--- src/rtl/dsdp_pkg.sv ---
`timescale 1ns / 1ps

package dsdp_pkg;

  localparam int SUM_WIDTH_DEF = 40;

  localparam int CFG_IDX_W = 3;
  localparam int CFG_DATA_W = 16;

  localparam logic [CFG_IDX_W-1:0] REG_GAIN_P       = 3'd0;
  localparam logic [CFG_IDX_W-1:0] REG_GAIN_I       = 3'd1;
  localparam logic [CFG_IDX_W-1:0] REG_GAIN_D       = 3'd2;
  localparam logic [CFG_IDX_W-1:0] REG_STOP_BAND    = 3'd3;
  localparam logic [CFG_IDX_W-1:0] REG_SLOW_BAND    = 3'd4;
  localparam logic [CFG_IDX_W-1:0] REG_MM_PER_COUNT = 3'd5;

  localparam logic [15:0] STOP_BAND_RST    = 16'd256;
  localparam logic [15:0] SLOW_BAND_RST    = 16'd0;
  localparam logic [15:0] MM_PER_COUNT_RST = 16'd1024;

  localparam logic ACT_START = 1'b0;
  localparam logic ACT_TICK  = 1'b1;

  localparam int POS_W  = 24;
  localparam int ERR_W  = 25;
  localparam int DRV_W  = 16;
  localparam int MUL_AW = 17;
  localparam int MUL_BW = 26;
  localparam int MUL_PW = MUL_AW + MUL_BW;
  localparam int ACC_W  = 64;
  localparam int SCL_W  = 49;
  localparam int LO_W   = 24;

  localparam logic signed [ERR_W-1:0] ERR_MAX = 25'sh0FF_FFFF;
  localparam logic signed [ERR_W-1:0] ERR_MIN = 25'sh100_0000;

  localparam logic signed [ACC_W-1:0] SUM_CLAMP = 64'sh0000_8000_0000_0000;

  localparam logic signed [DRV_W-1:0] DRV_MAX = 16'sh7FFF;
  localparam logic signed [DRV_W-1:0] DRV_MIN = 16'sh8000;

endpackage

--- src/rtl/dual_side_distance_pid.sv ---
`timescale 1ns / 1ps

// channel  dir  handshake               payload
// in_      in   in_tvalid / in_tready   in_tdata (72b), in_tuser (action)
// out_     out  out_tvalid / out_tready out_tdata (40b)
// cfg_     in   cfg_wen                 cfg_index (3b), cfg_wdata (16b)
//
// Start beat: to ST_OUT. Tick beat: ST_POS per side, then for an armed side
// ST_ERR, ST_SUM, ST_MUL_P to ST_FIN on the shared 17x26 multiplier; it
// quits after ST_SUM on stop or slow. One beat at a time; in_tready is low
// from accept until the result is loaded into the output register, which
// holds it against out_tready. Synchronous active-low reset, no clearing pass.

module dual_side_distance_pid #(
  parameter int SUM_WIDTH = dsdp_pkg::SUM_WIDTH_DEF
) (
  input  logic                               clk,
  input  logic                               rst_n,
  input  logic                               in_tvalid,
  output logic                               in_tready,
  // [23:0] target_distance, [47:24] left_position, [71:48] right_position
  input  logic [71:0]                        in_tdata,
  // [0] action
  input  logic [0:0]                         in_tuser,
  output logic                               out_tvalid,
  input  logic                               out_tready,
  // [15:0] left_drive, [31:16] right_drive, [32] left_armed,
  // [33] right_armed, [34] move_done, [39:35] zero
  output logic [39:0]                        out_tdata,
  input  logic                               cfg_wen,
  input  logic [dsdp_pkg::CFG_IDX_W-1:0]     cfg_index,
  input  logic [dsdp_pkg::CFG_DATA_W-1:0]    cfg_wdata
);

  localparam int PW = dsdp_pkg::POS_W;
  localparam int EW = dsdp_pkg::ERR_W;
  localparam int DW = dsdp_pkg::DRV_W;
  localparam int AW = dsdp_pkg::MUL_AW;
  localparam int BW = dsdp_pkg::MUL_BW;
  localparam int MW = dsdp_pkg::MUL_PW;
  localparam int CW = dsdp_pkg::ACC_W;
  localparam int SW = dsdp_pkg::SCL_W;
  localparam int LW = dsdp_pkg::LO_W;

  typedef enum logic [10:0] {
    ST_IDLE   = 11'b000_0000_0001,
    ST_POS    = 11'b000_0000_0010,
    ST_ERR    = 11'b000_0000_0100,
    ST_SUM    = 11'b000_0000_1000,
    ST_MUL_P  = 11'b000_0001_0000,
    ST_MUL_D  = 11'b000_0010_0000,
    ST_MUL_IL = 11'b000_0100_0000,
    ST_MUL_IH = 11'b000_1000_0000,
    ST_ACC    = 11'b001_0000_0000,
    ST_FIN    = 11'b010_0000_0000,
    ST_OUT    = 11'b100_0000_0000
  } state_t;

  state_t state_r;

  logic [15:0] gain_p_r, gain_i_r, gain_d_r, stop_band_r, slow_band_r, mmpc_r;

  logic signed [PW-1:0]        target_r;
  logic signed [PW-1:0]        lpos_r, rpos_r;
  logic signed [SUM_WIDTH-1:0] sum_r   [2];
  logic signed [EW-1:0]        prev_r  [2];
  logic signed [DW-1:0]        power_r [2];
  logic [1:0]                  armed_r;
  logic                        side_r;
  logic signed [EW-1:0]        err_r;
  logic signed [MW-1:0]        prod_r;
  logic signed [CW-1:0]        acc_r;
  logic                        out_valid_r;
  logic [39:0]                 out_data_r;

  logic                        in_acc;
  logic signed [PW-1:0]        cnt;
  logic [PW-1:0]               mag, tgt;
  logic [35:0]                 pos;
  logic signed [37:0]          e_wide;
  logic signed [EW-1:0]        e_sat;
  logic signed [SUM_WIDTH-1:0] sum_cur;
  logic signed [SUM_WIDTH:0]   sum_wide;
  logic signed [SUM_WIDTH-1:0] sum_sat;
  logic signed [SUM_WIDTH-1:0] sum_max, sum_min;
  logic [EW-1:0]               ae;
  logic                        in_stop, in_slow;
  logic signed [DW-1:0]        pw_cur, pw_adj, pw_half;
  logic signed [CW-1:0]        s64;
  logic signed [SW-1:0]        s_cl;
  logic signed [BW-1:0]        dif;
  logic signed [AW-1:0]        mul_a;
  logic signed [BW-1:0]        mul_b;
  logic signed [MW-1:0]        mul_p;
  logic signed [CW-1:0]        addend;
  logic signed [CW-17:0]       q;
  logic signed [DW-1:0]        q_sat;
  logic                        out_free;
  logic [DW-1:0]               ldrv, rdrv;

  function automatic logic [DW-1:0] drv(input logic signed [DW-1:0] p,
                                        input logic armed,
                                        input logic signed [PW-1:0] t);
    logic [DW-1:0] d;
    d = '0;
    if (armed) begin
      if (t > 0) begin
        d = p;
      end else if (t < 0) begin
        d = (p == dsdp_pkg::DRV_MIN) ? dsdp_pkg::DRV_MAX : -p;
      end
    end
    return d;
  endfunction

  assign in_tready = (state_r == ST_IDLE);
  assign in_acc    = in_tvalid && in_tready;
  assign out_free  = !out_valid_r || out_tready;

  assign cnt = side_r ? rpos_r : lpos_r;
  assign mag = cnt[PW-1] ? PW'(-cnt) : PW'(cnt);
  assign tgt = target_r[PW-1] ? PW'(-target_r) : PW'(target_r);
  assign pos = prod_r[39:4];
  assign e_wide = $signed({14'b0, tgt}) - $signed({2'b0, pos});

  always_comb begin
    if (e_wide > 38'(dsdp_pkg::ERR_MAX)) begin
      e_sat = dsdp_pkg::ERR_MAX;
    end else if (e_wide < 38'(dsdp_pkg::ERR_MIN)) begin
      e_sat = dsdp_pkg::ERR_MIN;
    end else begin
      e_sat = EW'(e_wide);
    end
  end

  assign sum_cur  = sum_r[side_r];
  assign sum_max  = {1'b0, {(SUM_WIDTH-1){1'b1}}};
  assign sum_min  = {1'b1, {(SUM_WIDTH-1){1'b0}}};
  assign sum_wide = (SUM_WIDTH+1)'(sum_cur) + (SUM_WIDTH+1)'(err_r);

  always_comb begin
    if (sum_wide[SUM_WIDTH] != sum_wide[SUM_WIDTH-1]) begin
      sum_sat = sum_wide[SUM_WIDTH] ? sum_min : sum_max;
    end else begin
      sum_sat = SUM_WIDTH'(sum_wide);
    end
  end

  assign ae      = err_r[EW-1] ? EW'(-err_r) : EW'(err_r);
  assign in_stop = ae <= {9'b0, stop_band_r};
  assign in_slow = ae < {9'b0, slow_band_r};
  assign pw_cur  = power_r[side_r];
  assign pw_adj  = pw_cur + $signed({{(DW-1){1'b0}}, pw_cur[DW-1]});
  assign pw_half = pw_adj >>> 1;

  assign s64 = CW'(sum_cur);

  always_comb begin
    if (s64 > dsdp_pkg::SUM_CLAMP) begin
      s_cl = SW'(dsdp_pkg::SUM_CLAMP);
    end else if (s64 < -dsdp_pkg::SUM_CLAMP) begin
      s_cl = SW'(-dsdp_pkg::SUM_CLAMP);
    end else begin
      s_cl = SW'(s64);
    end
  end

  assign dif = BW'(prev_r[side_r]) - BW'(err_r);

  always_comb begin
    case (state_r)
      ST_POS: begin
        mul_a = $signed({1'b0, mmpc_r});
        mul_b = $signed({2'b0, mag});
      end
      ST_MUL_P: begin
        mul_a = AW'($signed(gain_p_r));
        mul_b = BW'(err_r);
      end
      ST_MUL_D: begin
        mul_a = AW'($signed(gain_d_r));
        mul_b = dif;
      end
      ST_MUL_IL: begin
        mul_a = AW'($signed(gain_i_r));
        mul_b = $signed({2'b0, s_cl[LW-1:0]});
      end
      ST_MUL_IH: begin
        mul_a = AW'($signed(gain_i_r));
        mul_b = BW'($signed(s_cl[SW-1:LW]));
      end
      default: begin
        mul_a = '0;
        mul_b = '0;
      end
    endcase
  end

  assign mul_p  = mul_a * mul_b;
  assign addend = (state_r == ST_ACC) ? (CW'(prod_r) <<< LW) : CW'(prod_r);
  assign q      = acc_r[CW-1:16];

  always_comb begin
    if (q > (CW-16)'(dsdp_pkg::DRV_MAX)) begin
      q_sat = dsdp_pkg::DRV_MAX;
    end else if (q < (CW-16)'(dsdp_pkg::DRV_MIN)) begin
      q_sat = dsdp_pkg::DRV_MIN;
    end else begin
      q_sat = DW'(q);
    end
  end

  assign ldrv = drv(power_r[0], armed_r[0], target_r);
  assign rdrv = drv(power_r[1], armed_r[1], target_r);

  always_ff @(posedge clk) begin
    if (!rst_n) begin
      gain_p_r    <= '0;
      gain_i_r    <= '0;
      gain_d_r    <= '0;
      stop_band_r <= dsdp_pkg::STOP_BAND_RST;
      slow_band_r <= dsdp_pkg::SLOW_BAND_RST;
      mmpc_r      <= dsdp_pkg::MM_PER_COUNT_RST;
    end else if (cfg_wen) begin
      case (cfg_index)
        dsdp_pkg::REG_GAIN_P:       gain_p_r    <= cfg_wdata;
        dsdp_pkg::REG_GAIN_I:       gain_i_r    <= cfg_wdata;
        dsdp_pkg::REG_GAIN_D:       gain_d_r    <= cfg_wdata;
        dsdp_pkg::REG_STOP_BAND:    stop_band_r <= cfg_wdata;
        dsdp_pkg::REG_SLOW_BAND:    slow_band_r <= cfg_wdata;
        dsdp_pkg::REG_MM_PER_COUNT: mmpc_r      <= cfg_wdata;
        default: ;
      endcase
    end
  end

  always_ff @(posedge clk) begin
    if (!rst_n) begin
      state_r     <= ST_IDLE;
      target_r    <= '0;
      sum_r[0]    <= '0;
      sum_r[1]    <= '0;
      prev_r[0]   <= '0;
      prev_r[1]   <= '0;
      power_r[0]  <= '0;
      power_r[1]  <= '0;
      armed_r     <= '0;
      side_r      <= 1'b0;
      out_valid_r <= 1'b0;
    end else begin
      if (out_valid_r && out_tready) begin
        out_valid_r <= 1'b0;
      end
      prod_r <= mul_p;
      case (state_r)
        ST_IDLE: begin
          if (in_acc) begin
            if (in_tuser[0] == dsdp_pkg::ACT_START) begin
              target_r   <= in_tdata[23:0];
              sum_r[0]   <= '0;
              sum_r[1]   <= '0;
              prev_r[0]  <= '0;
              prev_r[1]  <= '0;
              power_r[0] <= '0;
              power_r[1] <= '0;
              armed_r    <= {2{in_tdata[23:0] != '0}};
              state_r    <= ST_OUT;
            end else begin
              lpos_r  <= in_tdata[47:24];
              rpos_r  <= in_tdata[71:48];
              side_r  <= 1'b0;
              state_r <= ST_POS;
            end
          end
        end
        ST_POS: begin
          if (armed_r[side_r]) begin
            state_r <= ST_ERR;
          end else if (!side_r) begin
            side_r <= 1'b1;
          end else begin
            state_r <= ST_OUT;
          end
        end
        ST_ERR: begin
          err_r   <= e_sat;
          state_r <= ST_SUM;
        end
        ST_SUM: begin
          sum_r[side_r] <= sum_sat;
          if (in_stop || in_slow) begin
            if (in_stop) begin
              power_r[side_r] <= '0;
              armed_r[side_r] <= 1'b0;
            end else begin
              power_r[side_r] <= pw_half;
            end
            prev_r[side_r] <= err_r;
            if (!side_r) begin
              side_r  <= 1'b1;
              state_r <= ST_POS;
            end else begin
              state_r <= ST_OUT;
            end
          end else begin
            state_r <= ST_MUL_P;
          end
        end
        ST_MUL_P: begin
          state_r <= ST_MUL_D;
        end
        ST_MUL_D: begin
          acc_r   <= addend;
          state_r <= ST_MUL_IL;
        end
        ST_MUL_IL: begin
          acc_r   <= acc_r + addend;
          state_r <= ST_MUL_IH;
        end
        ST_MUL_IH: begin
          acc_r   <= acc_r + addend;
          state_r <= ST_ACC;
        end
        ST_ACC: begin
          acc_r   <= acc_r + addend;
          state_r <= ST_FIN;
        end
        ST_FIN: begin
          power_r[side_r] <= q_sat;
          prev_r[side_r]  <= err_r;
          if (!side_r) begin
            side_r  <= 1'b1;
            state_r <= ST_POS;
          end else begin
            state_r <= ST_OUT;
          end
        end
        ST_OUT: begin
          if (out_free) begin
            out_valid_r <= 1'b1;
            out_data_r  <= {5'b0, !armed_r[0] && !armed_r[1], armed_r[1], armed_r[0],
                            rdrv, ldrv};
            state_r     <= ST_IDLE;
          end
        end
        default: begin
          state_r <= ST_IDLE;
        end
      endcase
    end
  end

  assign out_tvalid = out_valid_r;
  assign out_tdata  = out_data_r;

endmodule
--- config.mk ---
export PLATFORM = sky130hd
export DESIGN_NAME = dual_side_distance_pid
export DESIGN_NICKNAME = d
export VERILOG_FILES = /design/src/rtl/dsdp_pkg.sv /design/src/rtl/dual_side_distance_pid.sv
export SDC_FILE = /design/constraint.sdc
export NUM_CORES = 2
export LEC_CHECK = 0
export BUFFER_PORTS_ARGS = -buffer_cell sky130_fd_sc_hd__buf_4
export CAP_MARGIN = 20
export CORE_MARGIN = 5
export CORE_UTILIZATION = 55
export DETAILED_ROUTE_END_ITERATION = 12
export GPL_ROUTABILITY_DRIVEN = 0
export MAX_ROUTING_LAYER = met4
export PLACE_DENSITY = 0.72
export SYNTH_ARGS = -nofsm -noshare
export SYNTH_HDL_FRONTEND = slang
export SYNTH_SLANG_ARGS = --single-unit
--- constraint.sdc ---
create_clock -name clk -period 13.95 [get_ports clk]
set_input_delay 0.6975 -clock clk [delete_from_list [all_inputs] [get_ports clk]]
set_output_delay 0.6975 -clock clk [all_outputs]
set_load 0.05 [all_outputs]
==> impl_metrics.toml <==
[place]
place_inst = 6579
portBuffers = 133
hpwl_microns = 111600
pre_cts_ws_ns = 3.106

[global_route]
grt_pass1_wl_microns = 227600
grt_max_degree = 125
grt_pass1_vias = 40440
grt_antenna_before_repair = 4
gr-total-overflow = 0
grt.total_usage = 0.3144

[logic_synthesis]
yosysTopAreaCellShare = 0.2319
synth_edf_count = 377
ys_seq_area_frac = 0.2876
synthArstFlopShare = 0
synth_area_sq_mm = 0.04883
synth.avg_cell_area_sq_um = 8.958
syn_inst = 5451
ys.flop_type = "edfxtp_1"
synth_top_cell_by_area = "edfxtp_1"
yosysWarnings = 0
synth_area_leaders = "edfxtp_1 (23%), fa_1 (18%), ha_1 (7.5%)"
yosys.cell_types.count = 94
ys_ff_latch = 513

[cts]
cts-root-buf = "clkbuf_16"
cts_hold_buf = 0
cts_buffer_depth = 3
cts.repair.resized = 0
h-tree-depth = 2
clk_latency_ns = 0.68
cts_tree = "done"
cts.clk_slew.worst_paths_ns = 0.06
post-cts-setup-buffers = 0
cts-buffers-inserted = 59
clock_sinks = 513

[floorplanning]
io_pins = 139
placementRows = 109
die-area_sq_mm = 0.09484
core_sq_mm = 0.08824
die_x_microns = 308.0
die_h_microns = 308.0
start_util = 0.5534

[final_layout]
fillers = 7552
layoutNonFillerInstCount = 6698
final_nets = 6306
multi_input_area_sq_mm = 0.03161
final-seq-area_sq_mm = 0.01405
drive_gt1_frac = 0.08171
areaGrowthSynthToFinish_pct = 9.028
final_cell_mix = "nand2_1 (745), inv_1 (623), nor2_1 (609)"
final_common_cell = "nand2_1"

[sta]
finalSetupViolCount = 0
fin_worst_skew_ns = 0.03790
fmax_mhz = 94.11
setup-tns-final_ns = 0
period_share = 0.7617
period_needed_ns = 10.63
slew_violations = 0
tightest_slew_ns = 1.228
hold_violations = 0
slew_headroom = 0.1814
rsz0062_at_grt = "false"
setup_slack_ns = 3.324

[status]
status = "finished, final reports clean"

[power_and_ir_drop]
peakVddDrop_uv = 109.4
powerDensity_mw_per_mm2 = 85.42
p_leak_nw = 22.78

[critical_path]
cp.arrival_ns = 11.04
rrSetupSlack_ns = 3.32
cp-end-kind = "register"
path_max_fanout = 26
critical_path_class = "register to register"
crit_path_start_kind = "register"
cp_slowest_cell = "or2_2"
required_ns = 14.36
slowest_delay_ns = 0.66

[routing]
drtIter0Drc = 4506
wirelength_microns = 146600
viasPerCell = 6.110
wl_per_cell_microns = 21.89
drc_errors = 0
ant_nets = 0
drt-pass1-iter-count = 8
dr_total_vias = 40930

[worst_hold_path]
hold_class = "primary input to register"

[flow_run]
max_cap_violations = 0
[worst max-delay path: cells and delay by family, from the launching register on]
family | cells | cell delay [ns]
and+or+nand+nor | 9 | 3.10
AOI/OAI and AO/OA | 10 | 2.13
xor gates and xnor gates | 1 | 0.12
adders and majority gates | 7 | 3.56
buffers and inverters | 7 | 1.08
DFF | 1 | 0.34
[sequential cells by signal, indices dropped and copies added, names as in the netlist, 24 cells and up, named ones only]
| name | flops |
|---|---|
| out_tdata | 35 |
| target_r | 24 |
| err_r | 25 |
| prev_r | 50 |
| rpos_r | 24 |
| prod_r | 43 |
| acc_r | 64 |
| power_r | 32 |
| lpos_r | 24 |
| sum_r | 80 |
[final cells by class]
cell class	instances	area share
Multi-Input combinational cell	4075	0.5938
Antenna cell	1	0.00004701
Tap cell	1165	0.02738
Inverter	624	0.04400
Clock inverter	49	0.01276
Sequential cell	513	0.2639
Clock buffer	62	0.02794
Timing Repair Buffer	209	0.03015
[synth_stat cells, drive strengths merged, types with 37 or more instances]
library cell	instances
nand2	746
inv	623
nor2	620
fa	435
edfxtp	377
ha	292
o21ai	278
a21oi	249
clkbuf	211
xnor2	163
a21boi	137
dfxtp	136
a21o	127
xor2	87
nor2b	72
mux2	70
nand2b	59
nor3	56
nand3	52
and2	44
nand4	37
[path summary, 6_finish.rpt]
path           startpoint         end  depth (start not counted)
max            state_r[4]  prod_r[41]                         34
min          in_tdata[25]   lpos_r[1]                          1
max reg2reg    state_r[4]  prod_r[41]                         34
min reg2reg     mmpc_r[9]   mmpc_r[9]                          2
[power by group]
group / switching [mW] / total, mW / internal (mW)
sequential: 0.0623 / 1.79 / 1.73
clock: 0.701 / 1.76 / 1.06
combinational: 0.630 / 0.999 / 0.369
[per-layer routing]
metal / GRT usage / share of wire / up-vias
met3: 0.05967 / 0.10 / 426
met5: - / 0 / -
met1: 0.4139 / 0.40 / 19920
li1: - / - / 18500
met2: 0.4847 / 0.45 / 2079
met4: 0.1265 / 0.049 / 0
[per-stage QoR]
step	hold WS (ns)	utilization	power [mW]	cell area, sq um
3_3_place_gp	0.4521	0.5777	2.770	50970
6_report	0.2114	0.6033	4.548	53240
4_1_cts	0.1781	0.6026	4.538	53170
5_1_grt	0.1902	0.6033	4.718	53240
3_5_place_dp	0.4589	0.5780	2.791	51000
2_1_floorplan	0.4264	-	2.505	48840
[logic make-up (layout without fill, tap and decap cells)]
family	Yosys count	after routing	share of synthesized area
other	1	6	0.00007680
buffers and inverters	867	944	0.06765
DFF	513	513	0.2876
adders and majority gates	727	727	0.2532
and+or+nand+nor	1837	1837	0.1657
AOI/OAI and AO/OA	1151	1151	0.1577
xor gates and xnor gates	250	250	0.04484
muxes	105	105	0.02332
No activity file was read; power rests on OpenSTA's default activity.
